[src/rtl/core/ure_pkg.sv]
// Shared types, codes and the sequencer control store of the register execute unit.
`default_nettype none

package ure_pkg;

  localparam int NUM_REGS = 8;
  localparam int IDX_W    = 3;
  localparam int WORD_W   = 32;
  localparam int IMM_W    = 25;
  localparam logic [WORD_W-1:0] CHAR_LIMIT = 32'd255;

  typedef enum logic [3:0] {
    OP_CMOV  = 4'd0,
    OP_SLOAD = 4'd1,
    OP_SSTORE = 4'd2,
    OP_ADD   = 4'd3,
    OP_MUL   = 4'd4,
    OP_DIV   = 4'd5,
    OP_NAND  = 4'd6,
    OP_HALT  = 4'd7,
    OP_MAP   = 4'd8,
    OP_UNMAP = 4'd9,
    OP_OUT   = 4'd10,
    OP_IN    = 4'd11,
    OP_LOADP = 4'd12,
    OP_LDI   = 4'd13,
    OP_WBACK = 4'd14
  } op_t;

  typedef enum logic [3:0] {
    K_NONE   = 4'd0,
    K_SLOAD  = 4'd1,
    K_SSTORE = 4'd2,
    K_MAP    = 4'd3,
    K_UNMAP  = 4'd4,
    K_OUT    = 4'd5,
    K_IN     = 4'd6,
    K_LOADP  = 4'd7,
    K_HALT   = 4'd8
  } kind_t;

  typedef enum logic [2:0] {
    ST_OK       = 3'd0,
    ST_DIV_ZERO = 3'd1,
    ST_OUT_RANGE = 3'd2,
    ST_BAD_OP   = 3'd3,
    ST_HALTED   = 3'd4
  } status_t;

  // sequencer step addresses
  typedef enum logic [2:0] {
    U_IDLE = 3'd0,
    U_RDA  = 3'd1,
    U_RDB  = 3'd2,
    U_RDC  = 3'd3,
    U_CAPC = 3'd4,
    U_EXEC = 3'd5,
    U_DIV  = 3'd6,
    U_WB   = 3'd7
  } uaddr_t;

  typedef enum logic [1:0] {
    RS_NONE = 2'd0,
    RS_A    = 2'd1,
    RS_B    = 2'd2,
    RS_C    = 2'd3
  } rsel_t;

  typedef enum logic [2:0] {
    CND_NEVER    = 3'd0,
    CND_NO_VALID = 3'd1,
    CND_DIV      = 3'd2,
    CND_DIV_BUSY = 3'd3,
    CND_OUT_BUSY = 3'd4
  } cond_t;

  typedef struct packed {
    logic   take;       // request may be accepted
    rsel_t  rd_sel;     // register file read address
    rsel_t  cap_sel;    // operand latched from last read
    logic   exec;       // evaluate and register the result
    logic   div_start;
    logic   commit;     // write back and load the output register
    cond_t  cond;
    uaddr_t target;     // taken when cond holds
    uaddr_t next;
  } ctrl_t;

  typedef struct packed {
    logic              start;
    logic [WORD_W-1:0] dividend;
    logic [WORD_W-1:0] divisor;
  } div_req_t;

  function automatic ctrl_t ucode(input uaddr_t a);
    ctrl_t w;
    w = '{take: 1'b0, rd_sel: RS_NONE, cap_sel: RS_NONE, exec: 1'b0, div_start: 1'b0,
          commit: 1'b0, cond: CND_NEVER, target: U_IDLE, next: U_IDLE};
    unique case (a)
      U_IDLE: begin
        w.take = 1'b1; w.cond = CND_NO_VALID; w.target = U_IDLE; w.next = U_RDA;
      end
      U_RDA: begin
        w.rd_sel = RS_A; w.next = U_RDB;
      end
      U_RDB: begin
        w.rd_sel = RS_B; w.cap_sel = RS_A; w.next = U_RDC;
      end
      U_RDC: begin
        w.rd_sel = RS_C; w.cap_sel = RS_B; w.next = U_CAPC;
      end
      U_CAPC: begin
        w.cap_sel = RS_C; w.next = U_EXEC;
      end
      U_EXEC: begin
        w.exec = 1'b1; w.div_start = 1'b1;
        w.cond = CND_DIV; w.target = U_DIV; w.next = U_WB;
      end
      U_DIV: begin
        w.cond = CND_DIV_BUSY; w.target = U_DIV; w.next = U_WB;
      end
      U_WB: begin
        w.commit = 1'b1; w.cond = CND_OUT_BUSY; w.target = U_WB; w.next = U_IDLE;
      end
    endcase
    return w;
  endfunction

endpackage

`default_nettype wire

[src/rtl/core/ure_ram.sv]
// Generic single-write, single-read RAM with registered read data.
`default_nettype none

module ure_ram #(
  parameter int WIDTH = 32,
  parameter int DEPTH = 8
) (
  input  wire                      clk,
  input  wire                      we,
  input  wire  [$clog2(DEPTH)-1:0] waddr,
  input  wire  [WIDTH-1:0]         wdata,
  input  wire                      re,
  input  wire  [$clog2(DEPTH)-1:0] raddr,
  output logic [WIDTH-1:0]         rdata
);

  logic [WIDTH-1:0] mem [DEPTH];

  always_ff @(posedge clk) begin
    if (we) begin
      mem[waddr] <= wdata;
    end
    if (re) begin
      rdata <= mem[raddr];
    end
  end

endmodule

`default_nettype wire

[src/rtl/core/ure_div.sv]
// Restoring divider, one quotient bit per cycle.
`default_nettype none

module ure_div (
  input  wire                         clk,
  input  wire                         rst,
  input  wire  ure_pkg::div_req_t     req,
  output logic                        busy,
  output logic [ure_pkg::WORD_W-1:0]  quotient
);

  localparam int CNT_W = $clog2(ure_pkg::WORD_W);

  logic [ure_pkg::WORD_W-1:0] rem;
  logic [ure_pkg::WORD_W-1:0] divisor;
  logic [CNT_W-1:0]           cnt;
  logic [ure_pkg::WORD_W:0]   shifted;
  logic [ure_pkg::WORD_W:0]   trial;
  logic                       fits;

  always_comb begin
    shifted = {rem, quotient[ure_pkg::WORD_W-1]};
    trial   = shifted - {1'b0, divisor};
    fits    = shifted >= {1'b0, divisor};
  end

  always_ff @(posedge clk) begin
    if (rst) begin
      busy <= 1'b0;
      cnt  <= '0;
    end else if (req.start) begin
      busy     <= 1'b1;
      cnt      <= '0;
      rem      <= '0;
      quotient <= req.dividend;
      divisor  <= req.divisor;
    end else if (busy) begin
      rem      <= fits ? trial[ure_pkg::WORD_W-1:0] : shifted[ure_pkg::WORD_W-1:0];
      quotient <= {quotient[ure_pkg::WORD_W-2:0], fits};
      cnt      <= cnt + CNT_W'(1);
      if (cnt == CNT_W'(ure_pkg::WORD_W - 1)) begin
        busy <= 1'b0;
      end
    end
  end

endmodule

`default_nettype wire

[src/rtl/core/um_register_execute_unit.sv]
// Top level: microcoded execute unit for the 32-bit universal machine.
// Sequence per request: the three operand reads through the single read port of the
//   register file, evaluation, the bit-serial divider iterations for a divide by a
//   non-zero register, then write-back, held while a waiting result is stalled.
// A new request is taken only after the previous one has been written back.
// Reset (rst, synchronous): sequencer to idle, register valid bits, counter,
//   halt flag and output valid cleared; no clearing pass.
`default_nettype none

module um_register_execute_unit (
  input  wire         clk,
  input  wire         rst,
  input  wire         in_valid,
  output logic        in_stall,
  input  wire  [3:0]  func,
  input  wire  [2:0]  reg_a,
  input  wire  [2:0]  reg_b,
  input  wire  [2:0]  reg_c,
  input  wire  [24:0] immediate,
  input  wire  [31:0] return_value,
  output logic        out_valid,
  input  wire         out_stall,
  output logic [3:0]  request_kind,
  output logic [31:0] operand_a,
  output logic [31:0] operand_b,
  output logic [31:0] operand_c,
  output logic [31:0] next_pc,
  output logic [2:0]  status
);

  localparam int W = ure_pkg::WORD_W;
  localparam int IW = ure_pkg::IDX_W;

  ure_pkg::uaddr_t upc, upc_next;
  ure_pkg::ctrl_t  cw;

  // latched request
  ure_pkg::op_t                it_op;
  logic [IW-1:0]               it_a, it_b, it_c;
  logic [ure_pkg::IMM_W-1:0]   it_imm;
  logic [W-1:0]                it_ret;

  logic [W-1:0] va, vb, vc;
  logic [W-1:0] pc;
  logic         halted;
  logic [ure_pkg::NUM_REGS-1:0] reg_valid;
  logic         rd_valid;

  // register file port
  logic          rf_re;
  logic [IW-1:0] rf_raddr;
  logic [W-1:0]  rf_rdata;
  logic          rf_we;
  logic [W-1:0]  rf_wdata;
  logic [W-1:0]  rd_word;

  // evaluated result
  ure_pkg::kind_t   ex_kind, res_kind;
  ure_pkg::status_t ex_status, res_status;
  logic             ex_we, res_we;
  logic             ex_div, res_div;
  logic             ex_halt, res_halt;
  logic [W-1:0]     ex_data, res_data;
  logic [W-1:0]     ex_pc, res_pc;
  logic [W-1:0]     res_opa, res_opb, res_opc;
  logic             ex_ops;

  ure_pkg::div_req_t div_req;
  logic              div_busy;
  logic [W-1:0]      div_q;

  logic accept, out_busy, commit, cond_hit;

  assign cw       = ure_pkg::ucode(upc);
  assign in_stall = !cw.take;
  assign accept   = in_valid && cw.take;
  assign out_busy = out_valid && out_stall;
  assign commit   = cw.commit && !out_busy;

  always_comb begin
    unique case (cw.cond)
      ure_pkg::CND_NO_VALID: cond_hit = !in_valid;
      ure_pkg::CND_DIV:      cond_hit = ex_div;
      ure_pkg::CND_DIV_BUSY: cond_hit = div_busy;
      ure_pkg::CND_OUT_BUSY: cond_hit = out_busy;
      default:               cond_hit = 1'b0;
    endcase
    upc_next = cond_hit ? cw.target : cw.next;
  end

  always_ff @(posedge clk) begin
    if (rst) begin
      upc <= ure_pkg::U_IDLE;
    end else begin
      upc <= upc_next;
    end
  end

  always_ff @(posedge clk) begin
    if (accept) begin
      it_op  <= ure_pkg::op_t'(func);
      it_a   <= reg_a;
      it_b   <= reg_b;
      it_c   <= reg_c;
      it_imm <= immediate;
      it_ret <= return_value;
    end
  end

  // register file reads, one index per step
  always_comb begin
    rf_re = cw.rd_sel != ure_pkg::RS_NONE;
    unique case (cw.rd_sel)
      ure_pkg::RS_B: rf_raddr = it_b;
      ure_pkg::RS_C: rf_raddr = it_c;
      default:       rf_raddr = it_a;
    endcase
  end

  ure_ram #(
    .WIDTH(W),
    .DEPTH(ure_pkg::NUM_REGS)
  ) u_rf (
    .clk   (clk),
    .we    (rf_we),
    .waddr (it_a),
    .wdata (rf_wdata),
    .re    (rf_re),
    .raddr (rf_raddr),
    .rdata (rf_rdata)
  );

  // never-written registers read as zero
  assign rd_word = rd_valid ? rf_rdata : '0;

  always_ff @(posedge clk) begin
    if (rf_re) begin
      rd_valid <= reg_valid[rf_raddr];
    end
    unique case (cw.cap_sel)
      ure_pkg::RS_A: va <= rd_word;
      ure_pkg::RS_B: vb <= rd_word;
      ure_pkg::RS_C: vc <= rd_word;
      default: ;
    endcase
  end

  always_comb begin
    ex_kind   = ure_pkg::K_NONE;
    ex_status = ure_pkg::ST_OK;
    ex_we     = 1'b0;
    ex_div    = 1'b0;
    ex_halt   = 1'b0;
    ex_data   = vb;
    ex_pc     = pc + W'(1);
    if (halted) begin
      ex_status = ure_pkg::ST_HALTED;
      ex_pc     = pc;
    end else begin
      unique case (it_op)
        ure_pkg::OP_CMOV:   ex_we = vc != '0;
        ure_pkg::OP_SLOAD:  ex_kind = ure_pkg::K_SLOAD;
        ure_pkg::OP_SSTORE: ex_kind = ure_pkg::K_SSTORE;
        ure_pkg::OP_ADD: begin
          ex_we = 1'b1; ex_data = vb + vc;
        end
        ure_pkg::OP_MUL: begin
          ex_we = 1'b1; ex_data = vb * vc;
        end
        ure_pkg::OP_DIV: begin
          if (vc == '0) begin
            ex_status = ure_pkg::ST_DIV_ZERO;
          end else begin
            ex_we = 1'b1; ex_div = 1'b1;
          end
        end
        ure_pkg::OP_NAND: begin
          ex_we = 1'b1; ex_data = ~(vb & vc);
        end
        ure_pkg::OP_HALT: begin
          ex_kind = ure_pkg::K_HALT; ex_status = ure_pkg::ST_HALTED; ex_halt = 1'b1;
        end
        ure_pkg::OP_MAP:   ex_kind = ure_pkg::K_MAP;
        ure_pkg::OP_UNMAP: ex_kind = ure_pkg::K_UNMAP;
        ure_pkg::OP_OUT: begin
          if (vc > ure_pkg::CHAR_LIMIT) begin
            ex_status = ure_pkg::ST_OUT_RANGE;
          end else begin
            ex_kind = ure_pkg::K_OUT;
          end
        end
        ure_pkg::OP_IN: ex_kind = ure_pkg::K_IN;
        ure_pkg::OP_LOADP: begin
          if (vb != '0) begin
            ex_kind = ure_pkg::K_LOADP;
          end
          ex_pc = vc;
        end
        ure_pkg::OP_LDI: begin
          ex_we = 1'b1; ex_data = W'(it_imm);
        end
        ure_pkg::OP_WBACK: begin
          ex_we = 1'b1; ex_data = it_ret; ex_pc = pc;
        end
        default: begin
          ex_status = ure_pkg::ST_BAD_OP; ex_halt = 1'b1;
        end
      endcase
    end
    ex_ops = ex_kind != ure_pkg::K_NONE && ex_kind != ure_pkg::K_HALT;
  end

  always_comb begin
    div_req.start    = cw.div_start && ex_div;
    div_req.dividend = vb;
    div_req.divisor  = vc;
  end

  ure_div u_div (
    .clk      (clk),
    .rst      (rst),
    .req      (div_req),
    .busy     (div_busy),
    .quotient (div_q)
  );

  always_ff @(posedge clk) begin
    if (cw.exec) begin
      res_kind   <= ex_kind;
      res_status <= ex_status;
      res_we     <= ex_we;
      res_div    <= ex_div;
      res_halt   <= ex_halt;
      res_data   <= ex_data;
      res_pc     <= ex_pc;
      res_opa    <= ex_ops ? va : '0;
      res_opb    <= ex_ops ? vb : '0;
      res_opc    <= ex_ops ? vc : '0;
    end
  end

  assign rf_we    = commit && res_we;
  assign rf_wdata = res_div ? div_q : res_data;

  always_ff @(posedge clk) begin
    if (rst) begin
      reg_valid <= '0;
      pc        <= '0;
      halted    <= 1'b0;
    end else if (commit) begin
      if (res_we) begin
        reg_valid[it_a] <= 1'b1;
      end
      pc     <= res_pc;
      halted <= halted || res_halt;
    end
  end

  // output register: a waiting result does not stop the next request being taken, but holds its write-back
  always_ff @(posedge clk) begin
    if (rst) begin
      out_valid <= 1'b0;
    end else if (commit) begin
      out_valid <= 1'b1;
    end else if (!out_stall) begin
      out_valid <= 1'b0;
    end
  end

  always_ff @(posedge clk) begin
    if (commit) begin
      request_kind <= res_kind;
      operand_a    <= res_opa;
      operand_b    <= res_opb;
      operand_c    <= res_opc;
      next_pc      <= res_pc;
      status       <= res_status;
    end
  end

endmodule

`default_nettype wire

[config.mk]
export PLATFORM = sky130hd
export DESIGN_NAME = um_register_execute_unit
export DESIGN_NICKNAME = d
export VERILOG_FILES = /design/src/rtl/core/ure_pkg.sv /design/src/rtl/core/ure_ram.sv /design/src/rtl/core/ure_div.sv /design/src/rtl/core/um_register_execute_unit.sv
export SDC_FILE = /design/constraint.sdc
export NUM_CORES = 2
export LEC_CHECK = 0
export ABC_CLOCK_PERIOD_IN_PS = 17700
export BUFFER_PORTS_ARGS = -buffer_cell sky130_fd_sc_hd__buf_2
export CAP_MARGIN = 20
export CORE_UTILIZATION = 53
export CTS_CLUSTER_DIAMETER = 60
export DETAILED_ROUTE_END_ITERATION = 6
export PLACE_DENSITY_LB_ADDON = 0.1
export SYNTH_ARGS = -nofsm -noshare
export SYNTH_HDL_FRONTEND = slang
export SYNTH_SLANG_ARGS = --single-unit
export TNS_END_PERCENT = 5
[constraint.sdc]
create_clock -name clk -period 17.7 [get_ports clk]
set_clock_uncertainty 0.2 [all_clocks]
set_input_delay 3.54 -clock clk [delete_from_list [all_inputs] [get_ports clk]]
set_output_delay 3.54 -clock clk [all_outputs]
set_load 0.005 [all_outputs]
=== Word level (Yosys, flattened, before mapping) ===
Memory sizes are Yosys's and may differ from the RTL's. A register that Yosys moved wholly into a read port is not among the register bits.
Index checks and enable logic that the tools add are counted.

* Output and inout bits: 137
* Memories kept: 1
* Bits in writable memories: 256
* Input port bits: 74
* Register bits after elaboration: 619
* Word-level logic and storage cells: 154

* Reductions and logical operators: 27
* Equal/unequal tests: 33
* Bitwise operators: 4
* Multiply operators: 1
* Add/subtract/negate cells: 4
* Mux-type cells: 43
* Order comparisons: 5

{| class="wikitable"
|+ Memory list
! memory !! depth !! width !! read ports !! clocked after Yosys merged registers in !! write ports !! RTL line !! source
|-
| u_rf.mem || 8 || 32 || 1 || 1 || 1 || ure_ram.sv:17 || <nowiki>logic [WIDTH-1:0] mem [DEPTH];</nowiki>
|}

{| class="wikitable"
|+ Operator list
! cell !! number
|-
| two-way mux 32 bit || 8
|-
| one-hot mux 32 bit (5 select lines) || 1
|-
| one-hot mux 32 bit (2 select lines) || 1
|-
| nonzero test 32 bit || 2
|-
| >= comparator 33 x 32 -> 1 bit || 1
|-
| adder 32 x 1 -> 32 bit (second input constant) || 1
|-
| adder 32 bit || 1
|-
| bitwise AND 32 bit || 1
|-
| > comparator 32 x 8 -> 1 bit (second input constant) || 1
|-
| logical NOT 32 bit || 1
|-
| multiplier 32 x 32 -> 32 bit || 1
|-
| NOT 32 bit || 1
|-
| one-hot mux 4 bit (8 select lines) || 1
|-
| subtractor 32 bit || 1
|-
| == test 4 bit (second input constant) || 7
|-
| one-hot mux 6 bit (4 select lines) || 1
|-
| one-hot mux 3 bit (7 select lines) || 1
|-
| == test 4 x 3 -> 1 bit (second input constant) || 4
|-
| two-way mux 1 bit || 16
|-
| == test 3 bit (second input constant) || 5
|-
| OR reduction 14 bit || 1
|-
| == test 3 x 2 -> 1 bit (second input constant) || 4
|-
| one-hot mux 2 bit (3 select lines) || 2
|-
| one-hot mux 3 bit (4 select lines) || 1
|-
| 32 further kinds || 53
|}

=== Depth between registers and ports, before layout ===
* Word-level depth: 7
* Gate-level depth with buffers: 28
* Gate-level depth less buffers: 26

=== Cells and area by module ===
A second synthesis with hierarchy kept.

* Cells, all modules: 4,248
* Area, all modules: 53,626.4 sq um

{| class="wikitable"
|+ By module, submodules not included
! module !! sequential area each (sq um) !! area an instance (sq um) !! cells each !! times used
|-
| um_register_execute_unit || 15,074.5 || 37,006.7 || 3,336 || 1
|-
| ure_ram || 8,648.3 || 10,786.6 || 415 || 1
|-
| ure_div || 3,002.9 || 5,833.1 || 497 || 1
|}

=== Worst setup path after synthesis ===
OpenSTA, ideal clock, no wires.

* Kind: reg2reg
* From: reg upc[0]
* To: reg u_div.divisor[0] (netlist name), enable pin
* Library setup time: 0.421 ns
* Buffers on the path: 2
* Clock period less this slack: 11.756 ns
* Required time: 17.079 ns
* Path slack: 5.944 ns
* Arrival time: 11.135 ns
* Stages on the path, launching flop included: 7
* Path through: dfxtp_1 > clkbuf_1 > nand2_1 > nor2_1 > nand2_1 > clkbuf_1 > nor2_1

* Word-level cells in the longest chain between the ends: 4

{| class="wikitable"
|+ Ends and longest elaborated chain
! element !! RTL line !! source
|-
| start, declared || um_register_execute_unit.sv:34 || <nowiki>ure_pkg::uaddr_t upc, upc_next;</nowiki>
|-
| start signal, assigned || um_register_execute_unit.sv:93 || <nowiki>upc <= ure_pkg::U_IDLE;</nowiki>
|-
| start signal, assigned || um_register_execute_unit.sv:95 || <nowiki>upc <= upc_next;</nowiki>
|-
| == test 3 bit || ure_pkg.sv:99 || <nowiki>unique case (a)</nowiki>
|-
| two-way mux 2 bit || ure_pkg.sv:99 ||
|-
| logical AND 1 bit || um_register_execute_unit.sv:214 || <nowiki>div_req.start = cw.div_start && ex_div;</nowiki>
|-
| AND reduction 2 bit (no source line) || n/a ||
|-
| end signal, assigned || ure_div.sv:36 || <nowiki>divisor <= req.divisor;</nowiki>
|-
| end, declared || ure_div.sv:15 || <nowiki>logic [ure_pkg::WORD_W-1:0] divisor;</nowiki>
|}

No other way between the ends.
A chain may end at the register's enable or synchronous reset.

=== Final worst setup path ===
* From: reg vc[3]
* To: reg res_data[29] (data pin)

* Word-level cells in the longest chain between the ends: 3
* Elaborated cells on any way between the ends: 4
* Classes of those cells: add/sub: 1; mul: 1; mux: 2

{| class="wikitable"
|+ Ends and longest elaborated chain
! element !! RTL line !! source
|-
| start, declared || um_register_execute_unit.sv:43 || <nowiki>logic [W-1:0] va, vb, vc;</nowiki>
|-
| start signal, assigned || um_register_execute_unit.sv:143 || <nowiki>ure_pkg::RS_C: vc <= rd_word;</nowiki>
|-
| multiplier 32 x 32 -> 32 bit / adder 32 bit (equally long branches) || um_register_execute_unit.sv:168, um_register_execute_unit.sv:165 ||
|-
| one-hot mux 32 bit (5 select lines) (*) || um_register_execute_unit.sv:160 || <nowiki>unique case (it_op)</nowiki>
|-
| two-way mux 32 bit (*) || um_register_execute_unit.sv:156 || <nowiki>if (halted) begin</nowiki>
|-
| via ex_data[29] || um_register_execute_unit.sv:63 || <nowiki>logic [W-1:0] ex_data, res_data;</nowiki>
|-
| end signal, assigned || um_register_execute_unit.sv:234 || <nowiki>res_data <= ex_data;</nowiki>
|-
| end, declared || um_register_execute_unit.sv:63 ||
|}

Mark *: on every way through the listed nets, which the timed path passes. The rest lies on a longest branch.

==> impl_metrics.csv <==
group,metric,value,unit
outcome,status,"finished, final reports clean",
synth,avgSynthCellArea,12.4,um^2
synth,synth_async_sr_flop_share,0,%
setup_path,cp.arrival,8.66,ns
power_and_ir_drop,switchingPower,3.31,mW
detailed_routing,vias_per_cell,5.84,
power_and_ir_drop,clockPowerShare,24.0,%
detailed_routing,drt_iter0_markers,3488,
clock_network,cts_buffer_depth,3,
power_and_ir_drop,finalPower,8.64,mW
power_and_ir_drop,p_seq_share,28.3,%
clock_network,cts_tree,"yes",
finish,final_util,59.9,%
clock_network,cts-htree-levels,3,
min_path,min_path_type,"register to register",
synth,yosysTopAreaCell,"edfxtp_1",
clock_network,clock-sinks,907,
global_routing,grt_pass1_wl,221000,um
sta,hold_violations,0,
global_routing,grt.overflow.total,0,
global_routing,grt_max_degree,79,
finish,layout.cells.non_filler,5847,
power_and_ir_drop,p_sw_share,38.3,%
synth,synth_flop_cell,"edfxtp_1",
clock_network,cts_resized,0,
detailed_routing,dr.pass1.iters,5,
setup_path,crit_fanout,21,
sta,relSlewSlack,25.2,%
synth,synth_edf_count,856,
finish,drive_above_1_share,14.1,%
power_and_ir_drop,power_frac_comb,47.8,%
clock_network,cts_root_buffer,"clkbuf_16",
placement,postPlaceCellArea,56000,um^2
global_routing,grt_usage,29.5,%
finish,design_area,59300,um^2
placement,post-place-ws,9.40,ns
clock_network,cts_made_buffers,99,
synth,synthCells,4291,
detailed_routing,wl,148000,um
placement,detailed_place_hpwl,96800,um
finish,top_register,"u_rf.mem",
detailed_routing,dr_total_vias,34200,
setup_path,path_class,"register to register",
clock_network,post_cts_buffers,0,
finish,largest_reg_flops,256,
placement,port_buffers,210,
die,rows,115,
die,die_w,319,um
sta,setup_violations,0,
synth,synth.area.top_cells,"edfxtp_1 (48%), fa_1 (15%), ha_1 (4.5%)",
power_and_ir_drop,p_leak,23.0,nW
finish,syn_to_final_growth,11.3,%
setup_path,worstSetupStartpointType,"register",
global_routing,antenna_found_initial,10,
die,start_util,53.8,%
synth,yosysSeqAreaShare,50.2,%
synth,synth_cell_type_count,88,
setup_path,end_kind,"register",
clock_network,postCtsHoldBufs,0,
sta,drv_slew,0,
placement,place_inst,5661,
power_and_ir_drop,ir_worst_vdd,0.000236,V
die,dieHeight,319,um
detailed_routing,drcViolationCount,0,
die,die_area,102000,um^2
sta,fmax,119,MHz
sta,period_needed,8.38,ns
run,drv_cap,0,
die,pin_count,211,
finish,nNetsFinal,5150,
sta,worst_pin_slew,1.12,ns
synth,synth_top_area_share,48.2,%
die,core-area,99000,um^2
clock_network,clk_latency,0.73,ns
detailed_routing,ant_nets,0,
clock_network,clkTransAtPathRegs,0.07,ns
global_routing,grt_pass1_vias,34700,
synth,synth_common_cells,"edfxtp_1 (856), nand2_1 (477), inv_1 (442), fa_1 (410), and2_1 (339)",
power_and_ir_drop,power_density,146,nW/um^2
detailed_routing,wl_per_cell,25.3,um
sta,post-route-period-util,47.4,%
placement,gp_congestion,0.918,
synth,yosys_warnings,0,
synth,yosysMostFrequentCell,"edfxtp_1",
sta,tns,0,ns
synth,syn_area,53300,um^2
synth,ys_seq_elements,907,
sta,rsz0062_at_grt,"false",
sta,holdWs,0.206,ns
power_and_ir_drop,p_int,5.33,mW
setup_path,cp.required,17.98,ns
sta,fin_ws,9.32,ns
synth,syn_nets,4965,
==> layer usage <==
layer / global-route usage [%] / share of wire, % / up-vias
li1: - / - / 15000
met3: 4.75 / 8.0 / 287
met1: 40.5 / 41 / 17400
met4: 10.3 / 3.6 / 0
met2: 48.1 / 47 / 1481
met5: 0 / 0 / -
==> placed cells by master, fill, tap and decap left out, types with 18 or more instances in the layout <==
cell type,instances
a22oi_1,31
nand3_1,37
inv_1,442
dfxtp_1,51
nor3_1,29
nor2_1,183
clkbuf_16,101
nor4_1,23
o21ai_0,97
a221oi_1,18
nand2_1,477
xor2_1,46
a21oi_1,165
and2_1,339
mux4_2,66
and3_1,18
buf_4,96
a21o_1,31
buf_2,210
nand2b_1,24
mux2_2,66
nor2b_1,109
clkinv_1,23
nand4_1,18
a31oi_1,29
edfxtp_1,856
fa_1,410
xnor2_1,95
ha_1,190
==> path summary, 6_finish.rpt <==
| path | from | end | slack, ns | cells past startpoint |
|---|---|---|---|---|
| hold / removal | res_opa[10]$_SDFFCE_PN0P_ | operand_a[10]$_DFFE_PP_ | 0.21 | 0 |
| setup / recovery | vc[3]$_DFFE_PN_ | res_data[29]$_DFFE_PP_ | 9.32 | 24 |
| hold reg to reg | res_opa[10]$_SDFFCE_PN0P_ | operand_a[10]$_DFFE_PP_ | 0.21 | 0 |
| setup reg to reg | vc[3]$_DFFE_PN_ | res_data[29]$_DFFE_PP_ | 9.32 | 24 |
==> logic make-up after synthesis <==
group	share of synthesized area (%)
DFF	50.2
xor gates and xnor gates	2.32
muxes	4.50
buffers and inverters	4.76
adders and majority gates	19.9
and+or+nand+nor	12.3
AOI/OAI and AO/OA	6.10
==> power groups by stage <==
stage / registers, mW / logic (mW) / clock network (mW)
floorplan: 2.47 / 2.92 / 0
global placement: 2.48 / 4.06 / 0
detailed placement: 2.49 / 4.05 / 0
CTS: 2.44 / 4.12 / 2.10
global route: 2.44 / 4.53 / 2.18
finish: 2.44 / 4.13 / 2.07
==> final cells by class <==
class                           count  area, um^2
Antenna cell                        3        7.51
Sequential cell                   907       26700
Clock buffer                      115        2600
Clock inverter                     67         689
Fill cell                        7973       39700
Inverter                          443        1670
Timing Repair Buffer              307        1790
Tap cell                         1287        1610
Multi-Input combinational cell   2718       24200
==> critical path, stage by stage (launching register included) <==
cell      delay (ns)
edfxtp_1        0.77
buf_4           0.40
and2_1          0.19
fa_1            0.42
inv_1           0.08
fa_1            0.42
fa_1            0.47
fa_1            0.55
inv_1           0.06
fa_1            0.50
inv_1           0.06
fa_1            0.53
inv_1           0.05
fa_1            0.49
fa_1            0.43
ha_1            0.37
a21o_1          0.20
a21o_1          0.17
a21oi_1         0.21
a21boi_2        0.13
a311oi_1        0.74
nand2b_1        0.21
mux2i_1         0.19
a31oi_1         0.09
o22a_1          0.21
No activity file was read; power rests on OpenSTA's default activity.
